File: src/rtl/sdx_pkg.sv
package sdx_pkg;

  // Number of digit fields in one result
  localparam int unsigned DigitFields = 3;

  // ASCII bounds of the letter ranges
  localparam logic [7:0] UpperA = 8'h41;
  localparam logic [7:0] UpperZ = 8'h5A;
  localparam logic [7:0] LowerA = 8'h61;
  localparam logic [7:0] LowerZ = 8'h7A;
  localparam logic [6:0] LeadBase = 7'h41;

  // Letter codes
  localparam logic [2:0] CodeVowel = 3'd0;
  localparam logic [2:0] CodeLabial = 3'd1;
  localparam logic [2:0] CodeGuttural = 3'd2;
  localparam logic [2:0] CodeDental = 3'd3;
  localparam logic [2:0] CodeLateral = 3'd4;
  localparam logic [2:0] CodeNasal = 3'd5;
  localparam logic [2:0] CodeRhotic = 3'd6;

  // Classified character
  typedef struct packed {
    logic       is_letter;
    logic [4:0] index;
    logic [2:0] code;
  } letter_info_t;

  // One finished code
  typedef struct packed {
    logic [6:0] lead_letter;
    logic [2:0] digit_one;
    logic [2:0] digit_two;
    logic [2:0] digit_three;
    logic       no_letters;
  } result_t;

  // Map a letter index 0..25 to its code
  function automatic logic [2:0] letter_code(input logic [4:0] index);
    logic [2:0] code;
    case (index)
      5'd1, 5'd5, 5'd15, 5'd21: code = CodeLabial;
      5'd2, 5'd6, 5'd9, 5'd10, 5'd16, 5'd18, 5'd23, 5'd25: code = CodeGuttural;
      5'd3, 5'd19: code = CodeDental;
      5'd11: code = CodeLateral;
      5'd12, 5'd13: code = CodeNasal;
      5'd17: code = CodeRhotic;
      default: code = CodeVowel;
    endcase
    return code;
  endfunction

endpackage

File: src/rtl/sdx_classify.sv
module sdx_classify (
  input  logic [7:0]            char_code,
  output sdx_pkg::letter_info_t info
);
  import sdx_pkg::*;

  logic [7:0] offset;

  // Fold case and find the letter index
  always_comb begin
    info = '0;
    offset = '0;
    if (char_code inside {[UpperA:UpperZ]}) begin
      info.is_letter = 1'b1;
      offset = char_code - UpperA;
    end else if (char_code inside {[LowerA:LowerZ]}) begin
      info.is_letter = 1'b1;
      offset = char_code - LowerA;
    end
    info.index = offset[4:0];
    info.code = letter_code(offset[4:0]);
  end

endmodule

File: src/rtl/sdx_accum.sv
module sdx_accum #(
  parameter int unsigned DIGIT_LIMIT = 3
) (
  input  logic                  clk,
  input  logic                  rst,
  input  logic                  step,
  input  logic                  last,
  input  sdx_pkg::letter_info_t info,
  output sdx_pkg::result_t      result
);
  import sdx_pkg::*;

  localparam logic [1:0] Limit = 2'(DIGIT_LIMIT);

  logic [4:0] lead_index, lead_index_next;
  logic       have_letter, have_letter_next;
  logic [2:0] previous_code, previous_code_next;
  logic [1:0] digit_count, digit_count_next;
  logic [2:0] digit_store [DigitFields];
  logic [2:0] digit_store_next [DigitFields];

  // Fold one character into the running code
  always_comb begin
    lead_index_next = lead_index;
    have_letter_next = have_letter;
    previous_code_next = previous_code;
    digit_count_next = digit_count;
    for (int i = 0; i < DigitFields; i++) begin
      digit_store_next[i] = digit_store[i];
    end
    if (step && info.is_letter) begin
      if (!have_letter) begin
        have_letter_next = 1'b1;
        lead_index_next = info.index;
      end else if (info.code != previous_code && info.code != CodeVowel &&
                   digit_count < Limit) begin
        for (int i = 0; i < DigitFields; i++) begin
          if (digit_count == 2'(i)) begin
            digit_store_next[i] = info.code;
          end
        end
        digit_count_next = digit_count + 2'd1;
      end
      previous_code_next = info.code;
    end
  end

  // Build the result from the updated state
  always_comb begin
    result = '0;
    if (have_letter_next) begin
      result.lead_letter = LeadBase + {2'b00, lead_index_next};
      result.digit_one = digit_store_next[0];
      result.digit_two = digit_store_next[1];
      result.digit_three = digit_store_next[2];
    end else begin
      result.no_letters = 1'b1;
    end
  end

  // Hold state, clear it after each name
  always_ff @(posedge clk) begin
    if (rst || (step && last)) begin
      lead_index <= '0;
      have_letter <= 1'b0;
      previous_code <= '0;
      digit_count <= '0;
      for (int i = 0; i < DigitFields; i++) begin
        digit_store[i] <= '0;
      end
    end else begin
      lead_index <= lead_index_next;
      have_letter <= have_letter_next;
      previous_code <= previous_code_next;
      digit_count <= digit_count_next;
      for (int i = 0; i < DigitFields; i++) begin
        digit_store[i] <= digit_store_next[i];
      end
    end
  end

endmodule

File: src/rtl/soundex_phonetic_encoder.sv
// Soundex encoder, four-character form by default.
// Input channel: char_valid / char_ready carry one request per character,
// char_code (8-bit ASCII) and end_of_name marking the last character.
// Non-letters are skipped; case is ignored.
// Output channel: code_valid / code_ready carry one request per name:
// lead_letter, three zero-padded digits, and no_letters for a name
// with no letter in it (all other fields then zero).
// Throughput: one character per cycle, sustained, save for the stall below.
// Each accepted character waits in the character register and is folded
// into the state when it advances; the final one also loads the result.
// The character register feeds the state update and result register.
// Stall: a waiting result blocks only a following end-marked character;
// other characters keep flowing into the state.
// Reset (rst, synchronous): clears the state and drops any pending result.
module soundex_phonetic_encoder #(
  parameter int unsigned CODE_LENGTH = 4
) (
  input  logic       clk,
  input  logic       rst,
  input  logic       char_valid,
  output logic       char_ready,
  input  logic [7:0] char_code,
  input  logic       end_of_name,
  output logic       code_valid,
  input  logic       code_ready,
  output logic [6:0] lead_letter,
  output logic [2:0] digit_one,
  output logic [2:0] digit_two,
  output logic [2:0] digit_three,
  output logic       no_letters
);
  import sdx_pkg::*;

  localparam int unsigned DigitLimit =
    (CODE_LENGTH - 1 > DigitFields) ? DigitFields : CODE_LENGTH - 1;

  logic         s1_valid;
  logic [7:0]   s1_char;
  logic         s1_end;
  logic         advance;
  letter_info_t info;
  result_t      result_next;
  result_t      result;

  // Advance unless an end-marked character meets a stalled result
  assign advance = s1_valid && !(s1_end && code_valid && !code_ready);
  assign char_ready = !s1_valid || advance;

  // Hold the input request
  always_ff @(posedge clk) begin
    if (rst) begin
      s1_valid <= 1'b0;
    end else if (char_ready) begin
      s1_valid <= char_valid;
    end
  end

  always_ff @(posedge clk) begin
    if (char_ready && char_valid) begin
      s1_char <= char_code;
      s1_end <= end_of_name;
    end
  end

  sdx_classify u_classify (
    .char_code(s1_char),
    .info     (info)
  );

  sdx_accum #(
    .DIGIT_LIMIT(DigitLimit)
  ) u_accum (
    .clk   (clk),
    .rst   (rst),
    .step  (advance),
    .last  (s1_end),
    .info  (info),
    .result(result_next)
  );

  // Load the result register on the end mark, drop it once taken
  always_ff @(posedge clk) begin
    if (rst) begin
      code_valid <= 1'b0;
    end else if (advance && s1_end) begin
      code_valid <= 1'b1;
    end else if (code_ready) begin
      code_valid <= 1'b0;
    end
  end

  always_ff @(posedge clk) begin
    if (advance && s1_end) begin
      result <= result_next;
    end
  end

  assign lead_letter = result.lead_letter;
  assign digit_one = result.digit_one;
  assign digit_two = result.digit_two;
  assign digit_three = result.digit_three;
  assign no_letters = result.no_letters;

`ifndef SYNTHESIS
  a_empty_zero: assert property (@(posedge clk) disable iff (rst)
    code_valid && no_letters |-> lead_letter == 7'd0 && digit_one == 3'd0 &&
      digit_two == 3'd0 && digit_three == 3'd0)
    else $error("no_letters result carries nonzero fields");

  a_lead_upper: assert property (@(posedge clk) disable iff (rst)
    code_valid && !no_letters |-> lead_letter >= 7'h41 && lead_letter <= 7'h5A)
    else $error("lead letter is not upper-case");

  a_digit_order: assert property (@(posedge clk) disable iff (rst)
    code_valid && (digit_three != 3'd0 || digit_two != 3'd0) |-> digit_one != 3'd0 &&
      (digit_three == 3'd0 || digit_two != 3'd0))
    else $error("digits not packed from the first field");

  a_end_blocks: assert property (@(posedge clk) disable iff (rst)
    s1_valid && s1_end && code_valid && !code_ready |-> !char_ready)
    else $error("end mark accepted over a stalled result");
`endif

endmodule
File: config.mk
export PLATFORM = sky130hd
export DESIGN_NAME = soundex_phonetic_encoder
export DESIGN_NICKNAME = d
export VERILOG_FILES = /design/src/rtl/sdx_pkg.sv /design/src/rtl/sdx_classify.sv /design/src/rtl/sdx_accum.sv /design/src/rtl/soundex_phonetic_encoder.sv
export SDC_FILE = /design/constraint.sdc
export NUM_CORES = 1
export LEC_CHECK = 0
export BUFFER_PORTS_ARGS = -buffer_cell sky130_fd_sc_hd__buf_2
export CORE_ASPECT_RATIO = 2
export CORE_MARGIN = 4
export CORE_UTILIZATION = 55
export DETAILED_ROUTE_END_ITERATION = 6
export HOLD_SLACK_MARGIN = 0.03
export PLACE_DENSITY = 0.76
export RECOVER_POWER = 50
export SLEW_MARGIN = 40
export SYNTH_ARGS = -nofsm -noshare
export SYNTH_HDL_FRONTEND = slang
export SYNTH_SLANG_ARGS = --single-unit
File: constraint.sdc
create_clock -name clk -period 9.3 [get_ports clk]
set_input_delay 2.79 -clock clk [delete_from_list [all_inputs] [get_ports clk]]
set_output_delay 2.79 -clock clk [all_outputs]
set_load 0.02 [all_outputs]
==> results of run 1 <==
==> per-layer routing <==
metal | vias up | share of wire
met5 | - | 0
met4 | 0 | 0.026
met3 | 12 | 0.016
met2 | 20 | 0.60
met1 | 886 | 0.36
li1 | 904 | -
==> flip-flops by register name, summed over array words and instances, names as in the netlist, 2 cells and up <==
name	count
s1_char	8
u_accum.lead_index	5
lead_letter	7
digit_two	3
u_accum.digit_count	2
digit_three	3
u_accum.previous_code	3
digit_one	3
u_accum.digit_store	9
==> kinds of logic after synthesis <==
logic type | count (synthesis) | synth area share
mux | 22 | 0.0951
compound gates | 37 | 0.109
simple gates | 93 | 0.196
flops | 48 | 0.481
buf+inv | 20 | 0.0355
fa+ha+maj | 12 | 0.0591
xor+xnor | 6 | 0.0237
==> how the worst min path moves through the flow <==
stage / from / to / slack [ps]
6_report: u_accum.digit_store[0][7]$_SDFF_PP0_ / u_accum.digit_store[0][7]$_SDFF_PP0_ / 470
3_3_place_gp: u_accum.digit_store[0][4]$_SDFF_PP0_ / u_accum.digit_store[0][4]$_SDFF_PP0_ / 450
3_5_place_dp: u_accum.digit_store[0][0]$_SDFF_PP0_ / u_accum.digit_store[0][0]$_SDFF_PP0_ / 460
2_1_floorplan: u_accum.digit_store[0][6]$_SDFF_PP0_ / u_accum.digit_store[0][6]$_SDFF_PP0_ / 440
4_1_cts: u_accum.digit_store[0][0]$_SDFF_PP0_ / u_accum.digit_store[0][0]$_SDFF_PP0_ / 470
5_1_grt: u_accum.digit_store[0][0]$_SDFF_PP0_ / u_accum.digit_store[0][0]$_SDFF_PP0_ / 500
==> layout make-up <==
type                    count  area (um^2)
fillers                   379         1600
multi-input cells         170         1240
flip-flops and latches     48         1220
repair buffers             32          148
clock buffers               7         86.3
well taps                  54         67.6
inverters                  13         48.8
clock inverters             1         7.51
==> Yosys cell counts (2+ instances only) <==
library cell / n
sky130_fd_sc_hd__nand2b_1: 3
sky130_fd_sc_hd__edfxtp_1: 26
sky130_fd_sc_hd__buf_6: 2
sky130_fd_sc_hd__xnor2_1: 3
sky130_fd_sc_hd__clkbuf_1: 5
sky130_fd_sc_hd__a21oi_2: 2
sky130_fd_sc_hd__mux2i_1: 17
sky130_fd_sc_hd__and2_1: 10
sky130_fd_sc_hd__ha_1: 12
sky130_fd_sc_hd__and3_1: 4
sky130_fd_sc_hd__a32o_1: 6
sky130_fd_sc_hd__o21ai_0: 7
sky130_fd_sc_hd__xor2_1: 2
sky130_fd_sc_hd__or2_2: 3
sky130_fd_sc_hd__nor3_1: 5
sky130_fd_sc_hd__dfxtp_1: 22
sky130_fd_sc_hd__nor2b_1: 5
sky130_fd_sc_hd__nand3_1: 5
sky130_fd_sc_hd__nand2_1: 24
sky130_fd_sc_hd__nor2_1: 24
sky130_fd_sc_hd__inv_1: 13
sky130_fd_sc_hd__nor4_1: 2
sky130_fd_sc_hd__a21o_1: 2
sky130_fd_sc_hd__a21oi_1: 8
sky130_fd_sc_hd__nand4_2: 3
sky130_fd_sc_hd__mux2_2: 3
==> tightest hold or removal path, delay by kind of cell (launching register included) <==
kind | cells | cell delay (ps)
multiplexers | 1 | 60
AND/OR/NAND/NOR | 1 | 50
flip-flops | 1 | 320
==> where the power goes <==
part / leakage [nW] / total (mW) / internal, mW / switching (mW)
Combinational: 0.669 / 0.0438 / 0.0155 / 0.0284
Clock: 0.0445 / 0.126 / 0.0604 / 0.0660
Sequential: 0.421 / 0.232 / 0.228 / 0.00388
==> Implementation_results.wiki, run 1 <==
{| class="wikitable"
! Metric !! Value
|-
| Result of the run || completed
|-
| Number of buffers inserted to repair setup after CTS || 0
|-
| Detailed-routing iteration count for the pre-antenna-repair pass || 4
|-
| Instance count of the mapped netlist || 238
|-
| Met2 usage in global routing || 0.356
|-
| Wirelength per Cell || 14.9 um
|-
| Critical-path maximum fanout || 5
|-
| Initial antenna violation count || 0
|-
| Antenna diode count || 0
|-
| Count of final max-slew check failures || 0
|-
| Number of endpoints failing setup at the final stage || 0
|-
| Final cell utilization of the core || 0.638
|-
| Number of max-cap violations || 0
|-
| Commonest non-fill, non-tap cells in the layout || sky130_fd_sc_hd__edfxtp_1 (26), sky130_fd_sc_hd__nand2_1 (24), sky130_fd_sc_hd__nor2_1 (23), sky130_fd_sc_hd__dfxtp_1 (22), sky130_fd_sc_hd__buf_2 (22)
|-
| Clock latency at the later pin of the worst-skew pair || 300 ps
|-
| GR Util met3 || 0.0286
|-
| Remaining number of nets flagged by the antenna check after routing || 0
|-
| Maximum buffer depth of the clock tree || 2
|-
| Total overflow reported by the global router || 0
|-
| Number of buffers and inverters on the critical path || 2
|-
| Minimum period implied by the final worst setup slack || 6280 ps
|-
| Leading area contributor after synthesis || sky130_fd_sc_hd__edfxtp_1
|-
| Global placer's final weighted congestion || 0.916
|-
| Worst max-slew margin expressed relative to the limit || 0.290
|-
| Number of gates given a new drive strength after cts || 0
|-
| Power per unit of standard cell area || 143 nW/um^2
|-
| Number of clock sinks || 48
|-
| Number of warning messages in the yosys log || 0
|-
| Worst Max-Slew Pin Slew || 1070 ps
|-
| Class of the worst hold path || flop to flop
|-
| Final clock period utilization by the worst path || 0.675
|-
| Clk slew on worst S/H paths || 80 ps
|-
| Number of flops mapped to enable cells by yosys || 26
|-
| Post-CTS Hold Fix Bufs || 0
|-
| I/O pins || 32
|-
| Top cells by area, synth || sky130_fd_sc_hd__edfxtp_1 (31%), sky130_fd_sc_hd__dfxtp_1 (17%), sky130_fd_sc_hd__mux2i_1 (6.7%)
|-
| Standard cell core area || 4420 um^2
|-
| Number of remaining DRC errors || 0
|-
| Via count of the routed design || 1,822
|-
| Avg Cell Area, Syn || 10.7 um^2
|-
| Final design instance area without fill || 2820 um^2
|-
| Global route hottest layer || met2
|-
| Die Footprint || 5830 um^2
|-
| Timing-limited maximum frequency || 159 MHz
|-
| Worst flop-to-flop path endpoint || digit_three[2]$_SDFFCE_PP0P_
|-
| Gr usage total || 0.178
|-
| Number of nets in the synthesized netlist || 263
|-
| Worst flop-to-flop path startpoint || s1_char[0]$_DFFE_PP_
|-
| Worst path top cell family by delay || simple AND/OR/NAND/NOR gates
|-
| Post-DP HPWL || 3840 um
|-
| Cell leakage power || 1.13 nW
|-
| Power consumption || 402 uW
|-
| Type of element capturing the critical path || output pin
|-
| Post-synth cell types || 46
|-
| R2r setup slk || 4940 ps
|-
| Number of global-route vias before repair || 1,848
|-
| Biggest cell delay along the critical path || 280 ps
|-
| Standard cell with the maximum stage delay on the critical path || sky130_fd_sc_hd__nor2b_1
|-
| PortBufs || 31
|-
| Stages on the worst setup path || 4
|-
| Share of post-route cells with drive strength above 1 || 0.185
|-
| Inst Count DP || 317
|-
| Die Ht || 104 um
|-
| Violation count after the first detailed-routing iteration || 48
|-
| Dominant register cell in the synthesized netlist || sky130_fd_sc_hd__edfxtp_1
|-
| Clock tree from TritonCTS || done
|-
| Peak supply drop || 0.000154 V
|-
| Cell Chain, Critical Path || buf_2 > nor2b_1 > nand3_1 > buf_2
|-
| First-pass GRT wire length || 8290 um
|-
| Startpoint type of the worst setup path || input pin
|-
| Cell at the root of the clock tree || sky130_fd_sc_hd__clkbuf_8
|-
| Share of synthesized flip-flops with an asynchronous set or reset || 0
|-
| Pre-CTS setup slack || 3030 ps
|-
| Most common cell on crit path || sky130_fd_sc_hd__buf_2
|-
| Overall die width || 56.0 um
|-
| Area grow syn2layout || 11.1%
|-
| Final #Nets || 295
|-
| Most common cell after layout, fill and taps aside || sky130_fd_sc_hd__edfxtp_1
|-
| Count of cells along the worst register-to-register path || 16
|-
| Maximum number of pins on one net before global-route repair || 20
|-
| Worst setup path end || char_ready
|-
| Critical Path RT || 6510 ps
|-
| Combined area of all synthesized cells || 2540 um^2
|-
| Share of the synthesized area in the top cell type || 0.308
|-
| Endpoint arrival time on the critical path || 3490 ps
|-
| Sequential share of the synthesized area || 0.481
|-
| Number of standard cells in the final layout excluding fillers || 325
|-
| Hold Vio Cnt, Final || 0
|-
| Overall routed net length || 4830 um
|-
| Final-layout setup total negative slack || 0 ps
|-
| CTS Buf Count || 5
|-
| H-tree lvl count || 2
|-
| Final Skew || 5.50 ps
|-
| Critical path type || input pin to output pin
|-
| Timing startpoint of the critical path || code_ready
|-
| Setup repair after global routing missed its margin || no
|-
| Flops & latches, synth || 48
|-
| Mean number of vias per cell || 5.61
|-
| Starting Density || 0.574
|-
| Worst hold path cell count || 2
|-
| Core Rows || 34
|-
| Setup slack of the critical path after layout || 3020 ps
|-
| Total cell area at the placement stage || 2730 um^2
|-
| Worst Hold Margin || 468 ps
|-
| Global-route met1 utilization || 0.170
|}
(Power assumes the default switching activity.)
==> run 2: changes to the inputs <==
==> constraint.sdc (replaced) <==
create_clock -name clk -period 6.5 [get_ports clk]
set_input_delay 1.95 -clock clk [delete_from_list [all_inputs] [get_ports clk]]
set_output_delay 1.95 -clock clk [all_outputs]
set_load 0.02 [all_outputs]
==> Implementation_results.wiki, run 2 (synthesized netlist as in run 1, its figures left out) <==
{| class="wikitable"
! Metric !! Value
|-
| Final Skew || 6.88 ps (+1.38 ps)
|-
| Clock latency at the later pin of the worst-skew pair || 300 ps (about the same)
|-
| Maximum number of pins on one net before global-route repair || 20 (unchanged)
|-
| Endpoint arrival time on the critical path || 2630 ps (-860 ps)
|-
| Number of clock sinks || 48 (unchanged)
|-
| Area taken by flip-flops and latches || 1220 um^2 (unchanged)
|-
| Critical path type || input pin to output pin
|-
| Violation count after the first detailed-routing iteration || 36 (-25%)
|-
| Number of standard cells in the final layout excluding fillers || 325 (unchanged)
|-
| Via count of the routed design || 1,839 (+0.93%)
|-
| Final-layout setup total negative slack || 0 ps (unchanged)
|-
| Peak supply drop || 0.000188 V (+22%)
|-
| Initial antenna violation count || 0 (unchanged)
|-
| Most common cell after layout, fill and taps aside || sky130_fd_sc_hd__edfxtp_1
|-
| Remaining number of nets flagged by the antenna check after routing || 0 (unchanged)
|-
| Count of final max-slew check failures || 0 (unchanged)
|-
| Wirelength per Cell || 15.3 um (+2.8%)
|-
| Fill cell instance count of the final layout || 377 (-0.53%)
|-
| Type of element capturing the critical path || output pin
|-
| Critical Path RT || 4550 ps (-1960 ps)
|-
| Cell leakage power || 1.15 nW (+1.2%)
|-
| Power per unit of standard cell area || 218 nW/um^2 (+53%)
|-
| Worst Max-Slew Pin Slew || 1060 ps (-4.79 ps)
|-
| Detailed-routing iteration count for the pre-antenna-repair pass || 4 (unchanged)
|-
| Setup slack of the critical path after layout || 1920 ps (-1100 ps)
|-
| Commonest non-fill, non-tap cells in the layout || sky130_fd_sc_hd__edfxtp_1 (26), sky130_fd_sc_hd__nand2_1 (24), sky130_fd_sc_hd__nor2_1 (23), sky130_fd_sc_hd__dfxtp_1 (22), sky130_fd_sc_hd__buf_2 (22)
|-
| Inst Count DP || 317 (unchanged)
|-
| CTS Buf Count || 5 (unchanged)
|-
| H-tree lvl count || 2 (unchanged)
|-
| Total overflow reported by the global router || 0 (unchanged)
|-
| Power consumption || 620 uW (+54%)
|-
| Number of gates given a new drive strength after cts || 0 (unchanged)
|-
| Number of remaining DRC errors || 0 (unchanged)
|-
| Starting Density || 0.574 (unchanged)
|-
| Overall routed net length || 4960 um (+2.8%)
|-
| Final #Nets || 295 (unchanged)
|-
| Final cell utilization of the core || 0.644 (+0.00622)
|-
| First-pass GRT wire length || 8380 um (+1.1%)
|-
| Antenna diode count || 0 (unchanged)
|-
| Gr usage total || 0.179 (+0.000489)
|-
| Total cell area at the placement stage || 2730 um^2 (unchanged)
|-
| Max reg flops || 9 (unchanged)
|-
| Top Registers || u_accum.digit_store (9), s1_char (8), lead_letter (7)
|-
| Post-DP HPWL || 3790 um (-1.1%)
|-
| Number of buffers inserted to repair setup after CTS || 0 (unchanged)
|-
| Final design instance area without fill || 2850 um^2 (+0.98%)
|-
| Worst max-slew margin expressed relative to the limit || 0.293 (+0.00320)
|-
| Maximum buffer depth of the clock tree || 2 (unchanged)
|-
| Overall die width || 56.0 um (unchanged)
|-
| Startpoint type of the worst setup path || input pin
|-
| Pre-CTS setup slack || 1920 ps (-1110 ps)
|-
| Die Ht || 104 um (unchanged)
|-
| Number of endpoints failing setup at the final stage || 0 (unchanged)
|-
| Mean number of vias per cell || 5.66 (+0.93%)
|-
| Largest Register || u_accum.digit_store
|-
| Worst Hold Margin || 467 ps (-0.282 ps)
|-
| Share of post-route cells with drive strength above 1 || 0.188 (+0.00369)
|-
| Setup repair after global routing missed its margin || no
|-
| Die Footprint || 5830 um^2 (unchanged)
|-
| I/O pins || 32 (unchanged)
|-
| PortBufs || 31 (unchanged)
|-
| Class of the worst hold path || flop to flop
|-
| Minimum period implied by the final worst setup slack || 4580 ps
|-
| Hold Vio Cnt, Final || 0 (unchanged)
|-
| Result of the run || completed
|-
| Clock tree from TritonCTS || done
|-
| Timing-limited maximum frequency || 219 MHz
|-
| Number of max-cap violations || 0 (unchanged)
|-
| Area used by multi-input combinational logic || 1240 um^2 (unchanged)
|-
| Core Rows || 34 (unchanged)
|-
| Cell at the root of the clock tree || sky130_fd_sc_hd__clkbuf_8
|-
| Clk slew on worst S/H paths || 80 ps (about the same)
|-
| Area grow syn2layout || 12.2%
|-
| Number of global-route vias before repair || 1,879 (+1.7%)
|-
| Global placer's final weighted congestion || 0.945 (+3.1%)
|-
| Critical-path maximum fanout || 5 (unchanged)
|-
| Final clock period utilization by the worst path || 0.704
|-
| Standard cell core area || 4420 um^2 (unchanged)
|-
| Post-CTS Hold Fix Bufs || 0 (unchanged)
|}
[run 2: cell types whose count changed in the layout (fill, tap and decap cells not counted), sizes merged]
cell | before | now
bufinv | 0 | 1
clkbuf | 17 | 16
clkinv | 0 | 1
clkinvlp | 1 | 0
[run 2: critical path, stage by stage]
cell	delay [ps]
sky130_fd_sc_hd__buf_2	90
sky130_fd_sc_hd__nor2b_1	270
sky130_fd_sc_hd__nand3_1	130
sky130_fd_sc_hd__buf_2	180
[run 2: power by group]
group | switching [mW] | leakage, nW | internal [mW]
clock | 0.0990 | 0.0614 | 0.126
combinational | 0.0406 | 0.666 | 0.0222
sequential | 0.00551 | 0.421 | 0.326
total | 0.145 | 1.15 | 0.474
[run 2: layer usage]
layer	up-vias	wire length, um	part of all wire	GRT usage
met2	31	2860	0.58	0.340
met1	887	1870	0.38	0.180
met3	13	94	0.019	0.0273
met5	-	0	0	0
met4	0	143	0.029	0.0883
li1	908	-	-	-
[run 2: cell type report]
cell class / count / area share
Tap cell: 54 / 0.0237
Clock buffer: 6 / 0.0290
Sequential cell: 48 / 0.429
Multi-Input combinational cell: 170 / 0.436
Timing Repair Buffer: 32 / 0.0518
Inverter: 13 / 0.0171
Clock inverter: 2 / 0.0136
[run 2: final timing paths]
| check | start | end | slack, ps | cells after the start |
|---|---|---|---|---|
| worst max-delay path | code_ready | char_ready | 1920 | 4 |
| worst max register to register | s1_char[0]$_DFFE_PP_ | digit_one[2]$_SDFFCE_PP0P_ | 2100 | 16 |
| worst min-delay path | u_accum.digit_store[0][7]$_SDFF_PP0_ | u_accum.digit_store[0][7]$_SDFF_PP0_ | 470 | 2 |
| worst min register to register | u_accum.digit_store[0][7]$_SDFF_PP0_ | u_accum.digit_store[0][7]$_SDFF_PP0_ | 470 | 2 |
